`config.mk`:
```
export PLATFORM = sky130hd
export DESIGN_NAME = rpgvr_regs
export DESIGN_NICKNAME = d
export VERILOG_FILES = /design/src/rtl/ramped_pi_gate_voltage_regulator_defines.svh /design/src/rtl/rpgvr_pkg.sv /design/src/rtl/rpgvr_regs.sv
export SDC_FILE = /design/constraint.sdc
export NUM_CORES = 1
export LEC_CHECK = 0
export BUFFER_PORTS_ARGS = -buffer_cell sky130_fd_sc_hd__buf_2
export CORE_UTILIZATION = 50
export DETAILED_ROUTE_END_ITERATION = 16
export PLACE_DENSITY = 0.82
export SLEW_MARGIN = 20
export SYNTH_ARGS = -nofsm -noshare
export SYNTH_HDL_FRONTEND = slang
export SYNTH_SLANG_ARGS = --single-unit
```
`constraint.sdc`:
```
create_clock -name clk -period 2.43 [get_ports clk]
set_clock_uncertainty 0.2 [all_clocks]
set_input_delay 0.486 -clock clk [delete_from_list [all_inputs] [get_ports clk]]
set_output_delay 0.486 -clock clk [all_outputs]
set_load 0.02 [all_outputs]
```
`src/rtl/ramped_pi_gate_voltage_regulator_defines.svh`:
```
// Assertion macros for the ramped PI gate voltage regulator.
// Used by the RTL files that carry concurrent assertions; expects clk and arst_n in scope.
`ifndef RAMPED_PI_GATE_VOLTAGE_REGULATOR_DEFINES_SVH
`define RAMPED_PI_GATE_VOLTAGE_REGULATOR_DEFINES_SVH

// same-cycle implication
`define RPGVR_ASSERT_IMPL(label, ante, cons) \
	label: assert property (@(posedge clk) disable iff (!arst_n) (ante) |-> (cons)) \
		else $error("rpgvr: assertion failed");

// next-cycle implication
`define RPGVR_ASSERT_NEXT(label, ante, cons) \
	label: assert property (@(posedge clk) disable iff (!arst_n) (ante) |=> (cons)) \
		else $error("rpgvr: assertion failed");

`endif

```
`src/rtl/rpgvr_pkg.sv`:
```
// Shared types and constants of the ramped PI gate voltage regulator.
// No dependencies; used by every RTL module of the block.
`default_nettype none

package rpgvr_pkg;

	localparam int FRAC_BITS = 16;
	localparam int DATA_W = 32;
	localparam int PROD_W = 2 * DATA_W;
	localparam int SHIFT_W = PROD_W - FRAC_BITS;

	localparam logic [15:0] COUNT_MAX = 16'hFFFF;
	localparam logic [6:0] PCT_SCALE = 7'd100;
	localparam logic [16:0] LIMIT_RESET = 17'h10000;
	localparam logic signed [31:0] SHORT_THR_RESET = 32'sh7FFF_FFFF;

	localparam logic [2:0] REG_SETPOINT = 3'd0;
	localparam logic [2:0] REG_RAMP_STEP = 3'd1;
	localparam logic [2:0] REG_PROP_GAIN = 3'd2;
	localparam logic [2:0] REG_INTEG_GAIN = 3'd3;
	localparam logic [2:0] REG_INTEG_LIMIT = 3'd4;
	localparam logic [2:0] REG_ALLOWED_PCT = 3'd5;
	localparam logic [2:0] REG_FOLLOW_LIMIT = 3'd6;
	localparam logic [2:0] REG_SHORT_THR = 3'd7;

	localparam logic [1:0] STATUS_RAMPING = 2'd0;
	localparam logic [1:0] STATUS_REACHED = 2'd1;
	localparam logic [1:0] STATUS_FOLLOW = 2'd2;
	localparam logic [1:0] STATUS_SHORT = 2'd3;

	typedef struct packed {
		logic [30:0] setpoint;
		logic [30:0] ramp_step;
		logic signed [31:0] prop_gain;
		logic signed [31:0] integ_gain;
		logic [30:0] integ_limit;
		logic [30:0] allowed_pct;
		logic [16:0] follow_limit;
		logic signed [31:0] short_thr;
	} cfg_t;

	typedef struct packed {
		logic [30:0] ref_v;
		logic signed [31:0] integ;
		logic [15:0] count;
		logic seen;
	} st_t;

	typedef struct packed {
		logic restart;
		logic signed [31:0] voltage;
		logic signed [31:0] current;
	} item_t;

	typedef struct packed {
		logic signed [31:0] drive;
		logic signed [31:0] err;
		logic [1:0] status;
	} res_t;

endpackage

`default_nettype wire

```
`src/rtl/rpgvr_regs.sv`:
```
// APB configuration registers of the ramped PI gate voltage regulator.
// Depends on rpgvr_pkg for the register map and the configuration struct.
`default_nettype none

module rpgvr_regs (
	input wire logic clk,
	input wire logic arst_n,
	input wire logic psel,
	input wire logic penable,
	input wire logic pwrite,
	input wire logic [4:0] paddr,
	input wire logic [31:0] pwdata,
	output logic [31:0] prdata,
	output rpgvr_pkg::cfg_t cfg
);

	rpgvr_pkg::cfg_t cfg_q;
	logic wr_en;
	logic [2:0] idx;

	assign idx = paddr[4:2];
	assign wr_en = psel && penable && pwrite;
	assign cfg = cfg_q;

	always_ff @(posedge clk or negedge arst_n) begin
		if (!arst_n) begin
			cfg_q.setpoint <= '0;
			cfg_q.ramp_step <= '0;
			cfg_q.prop_gain <= '0;
			cfg_q.integ_gain <= '0;
			cfg_q.integ_limit <= '0;
			cfg_q.allowed_pct <= '0;
			cfg_q.follow_limit <= rpgvr_pkg::LIMIT_RESET;
			cfg_q.short_thr <= rpgvr_pkg::SHORT_THR_RESET;
		end else if (wr_en) begin
			unique case (idx)
				rpgvr_pkg::REG_SETPOINT: cfg_q.setpoint <= pwdata[30:0];
				rpgvr_pkg::REG_RAMP_STEP: cfg_q.ramp_step <= pwdata[30:0];
				rpgvr_pkg::REG_PROP_GAIN: cfg_q.prop_gain <= pwdata;
				rpgvr_pkg::REG_INTEG_GAIN: cfg_q.integ_gain <= pwdata;
				rpgvr_pkg::REG_INTEG_LIMIT: cfg_q.integ_limit <= pwdata[30:0];
				rpgvr_pkg::REG_ALLOWED_PCT: cfg_q.allowed_pct <= pwdata[30:0];
				rpgvr_pkg::REG_FOLLOW_LIMIT: cfg_q.follow_limit <= pwdata[16:0];
				rpgvr_pkg::REG_SHORT_THR: cfg_q.short_thr <= pwdata;
				default: cfg_q <= cfg_q;
			endcase
		end
	end

	always_comb begin
		unique case (idx)
			rpgvr_pkg::REG_SETPOINT: prdata = {1'b0, cfg_q.setpoint};
			rpgvr_pkg::REG_RAMP_STEP: prdata = {1'b0, cfg_q.ramp_step};
			rpgvr_pkg::REG_PROP_GAIN: prdata = cfg_q.prop_gain;
			rpgvr_pkg::REG_INTEG_GAIN: prdata = cfg_q.integ_gain;
			rpgvr_pkg::REG_INTEG_LIMIT: prdata = {1'b0, cfg_q.integ_limit};
			rpgvr_pkg::REG_ALLOWED_PCT: prdata = {1'b0, cfg_q.allowed_pct};
			rpgvr_pkg::REG_FOLLOW_LIMIT: prdata = {15'd0, cfg_q.follow_limit};
			rpgvr_pkg::REG_SHORT_THR: prdata = cfg_q.short_thr;
			default: prdata = '0;
		endcase
	end

endmodule

`default_nettype wire

```
==> results by group <==
GRT
  • First-pass GRT wire length: just over 50 mm
  • Vias in the first global route: 8693
  • Pin count of the biggest net entering global routing: 67
  • GRT Total Usage: 30.5%
  • Initial antenna violation count: 0
  • Overflow after GRT: 0

Layout
  • Post-route cell area: 14200 um2
  • Util after Layout: ~67%
  • Fin cells: 1430
  • P&R area growth vs syn: 30.9%
  • Max reg flops: approximately 240
  • Fraction of layout cells with a size suffix above 1: 60.9%
  • Most common cell after layout, fill and taps aside: buf_2
  • Filler cell count: 1548
  • Final nets: roughly 1200
  • Diode count: 0
  • Commonest cells after routing, fill and taps aside: 299 x buf_2, 226 x mux2_2, 205 x dfrtp_1

Drt
  • Post-DR vias/cell: between 5 and 6
  • Drt first-iter violations: slightly above 300
  • WL per Instance: between 20 and 25 um
  • # DRC: 0
  • DRT Wirelength: between 30 and 40 mm
  • First-pass DRT Iterations: 5
  • Antenna Nets Post-Route: 0
  • Vias: around 8300

Floorplan
  • FP Rows: 53
  • Die height: 149 um
  • Core ar.: approximately 21000 um2
  • Initial core utilization: a little over 50%
  • Die footprint: ~22000 um2
  • Io pins: between 300 and 400
  • Die width: ~150 um

Logic synthesis
  • Warnings from Yosys: 0
  • Post-synthesis sequential area ratio: between 50% and 60%
  • Synth Instances: 782
  • Mapped Nets: a little over 800
  • Ranking of synthesized cells by area: dfrtp_1 47%, mux2_2 23%, dfstp_2 7.7%, mux2i_1 6.3%, o22a_1 1.7%
  • Synth Area per Inst: around 14 um2
  • Mapped cell area: between 10000 and 15000 um2
  • Area leader, netlist: dfrtp_1
  • Library cells used by synthesis: 39
  • Number of synthesized register bits: approximately 240
  • Top cell type's share of synthesized area: a little under half

Clock tree
  • Worst-case clock buffer depth: 3
  • Clock transition at path regs: approximately 0.060 ns
  • CTS Root Cell: clkbuf_16
  • Clock sink total: about 240
  • H-tree lvl count: 1
  • CTS tree: built
  • Worst-Skew Late Latency: about 0.52 ns
  • TritonCTS buffer count: 26

Place
  • Placed insts: around 1400
  • Setup WS pre-CTS: -0.0517 ns
  • DP HPWL: 23.4 mm
  • DP Area: about 13000 um2
  • RD Place Congestion: between 0.8 and 0.9
  • IO buf count: 308

STA
  • Final worst path period need: 2.56 ns
  • Final hold violations: 0
  • Max-slew violation count: 0
  • Final setup margin: -0.132 ns
  • Final hold slack: roughly 0.072 ns
  • RSZ-0062 raised after global routing: yes
  • Setup_tns: -0.141 ns
  • Max Fclk: 390 MHz
  • Slew @ Worst Pin: between 0.5 and 0.6 ns
  • Final worst path period share: 105%
  • Slew headroom: between 60% and 70%
  • Setup violations, final: 2

Min path
  • Hold WC Path Type: in -> reg

Setup path
  • Nature of the critical path startpoint: flop
  • CP Class: reg -> out
  • Worst setup EP type: primary output
  • Crit path max fanout: 2
  • Crit path arrival time: around 1.9 ns
  • CP Data Required Time: 1.74 ns

Power
  • Power Density: around 930 nW/um2
  • Maximum vdd drop: between 0.7 and 0.8 mV
  • Leakage: around 7 nW
  • Total Power: 13.3 mW

Status
  • Status: complete, but fails checks
  • Violated checks: setup timing

Job
  • Max_cap viols: 0
==> worst max-delay path, cell delays in order (launching register included) <==
cell      delay (ns)
dfrtp_1         0.37
nand2b_4        0.13
a22o_1          0.17
a222oi_1        0.41
nor2_1          0.10
buf_4           0.17
==> what timing repair did <==
item	in CTS	in global routing
endpoints found under the hold margin	50	0
pin swaps	5	1
setup endpoints to repair	12	22
setup buffers	2	2
gates resized for setup	8	14
hold buffers	1	0
==> worst paths after layout <==
path	startpoint	to	slack, ns	cells after the start
min in group asynchronous	arst_n	cfg[73]$_DFFE_PN0P_	0.30	2
setup / recovery	cfg[160]$_DFFE_PN0P_	prdata[17]	-0.13	5
setup reg to reg	cfg[166]$_DFFE_PN0P_	cfg[166]$_DFFE_PN0P_	1.32	2
hold reg to reg	cfg[68]$_DFFE_PN0P_	cfg[68]$_DFFE_PN0P_	0.32	1
hold / removal	pwdata[26]	cfg[106]$_DFFE_PN0P_	0.07	3
max in group asynchronous	arst_n	cfg[10]$_DFFE_PN1P_	0.94	3
==> layout make-up <==
| cell class | instances | area, um2 | area share [%] |
|---|---|---|---|
| Sequential cell | 237 | 5970 | 42.0 |
| Multi-Input combinational cell | 488 | 4570 | 32.2 |
| Timing Repair Buffer | 378 | 2400 | 16.9 |
| Clock buffer | 43 | 836 | 5.88 |
| Tap cell | 275 | 344 | 2.42 |
| Clock inverter | 4 | 70.1 | 0.493 |
| Inverter | 5 | 18.8 | 0.132 |
==> routing by layer <==
layer	part of all wire, %	GRT usage [%]	wire length [um]
met5	0	0	0
met2	50	51.9	16900
met4	2.7	10.2	913
met1	39	37.8	13000
met3	8.5	7.58	2870
==> synth_stat cells <==
cell,count
nor2_1,16
or2_2,2
buf_8,2
o22ai_1,23
nor3_1,1
inv_2,2
a221oi_1,1
nor2b_1,4
nor2_4,3
dfstp_2,32
nand2b_4,1
buf_4,24
nor2_2,5
nand2_2,2
dfrtp_1,205
buf_2,14
nand3_1,6
nand2_1,13
o22a_1,21
o21ai_0,24
mux2_2,226
o2bb2ai_1,5
nand2b_2,1
nand2b_1,6
and2_1,1
a32oi_1,2
a222oi_1,2
buf_6,5
a22oi_1,7
mux2_1,10
nand4_2,1
a22o_1,5
nand4b_2,1
o221ai_1,2
clkbuf_1,7
a21oi_1,25
o311a_1,4
inv_1,3
mux2i_1,68
==> where the power goes <==
part,leakage (nW),internal (mW),switching [mW]
Clock,0.448,2.54,1.55
Combinational,3.68,1.52,2.21
Sequential,2.95,4.80,0.634
Total,7.08,8.86,4.39
==> cell families after synthesis <==
kind of cell | count (synthesis) | synth area share, %
multiplexers | 304 | 30.7
flip-flops | 237 | 55.0
AO/OA/AOI/OAI | 121 | 7.52
AND/OR/NAND/NOR | 63 | 3.25
buffers and inverters | 57 | 3.51
(Power assumes the default switching activity.)
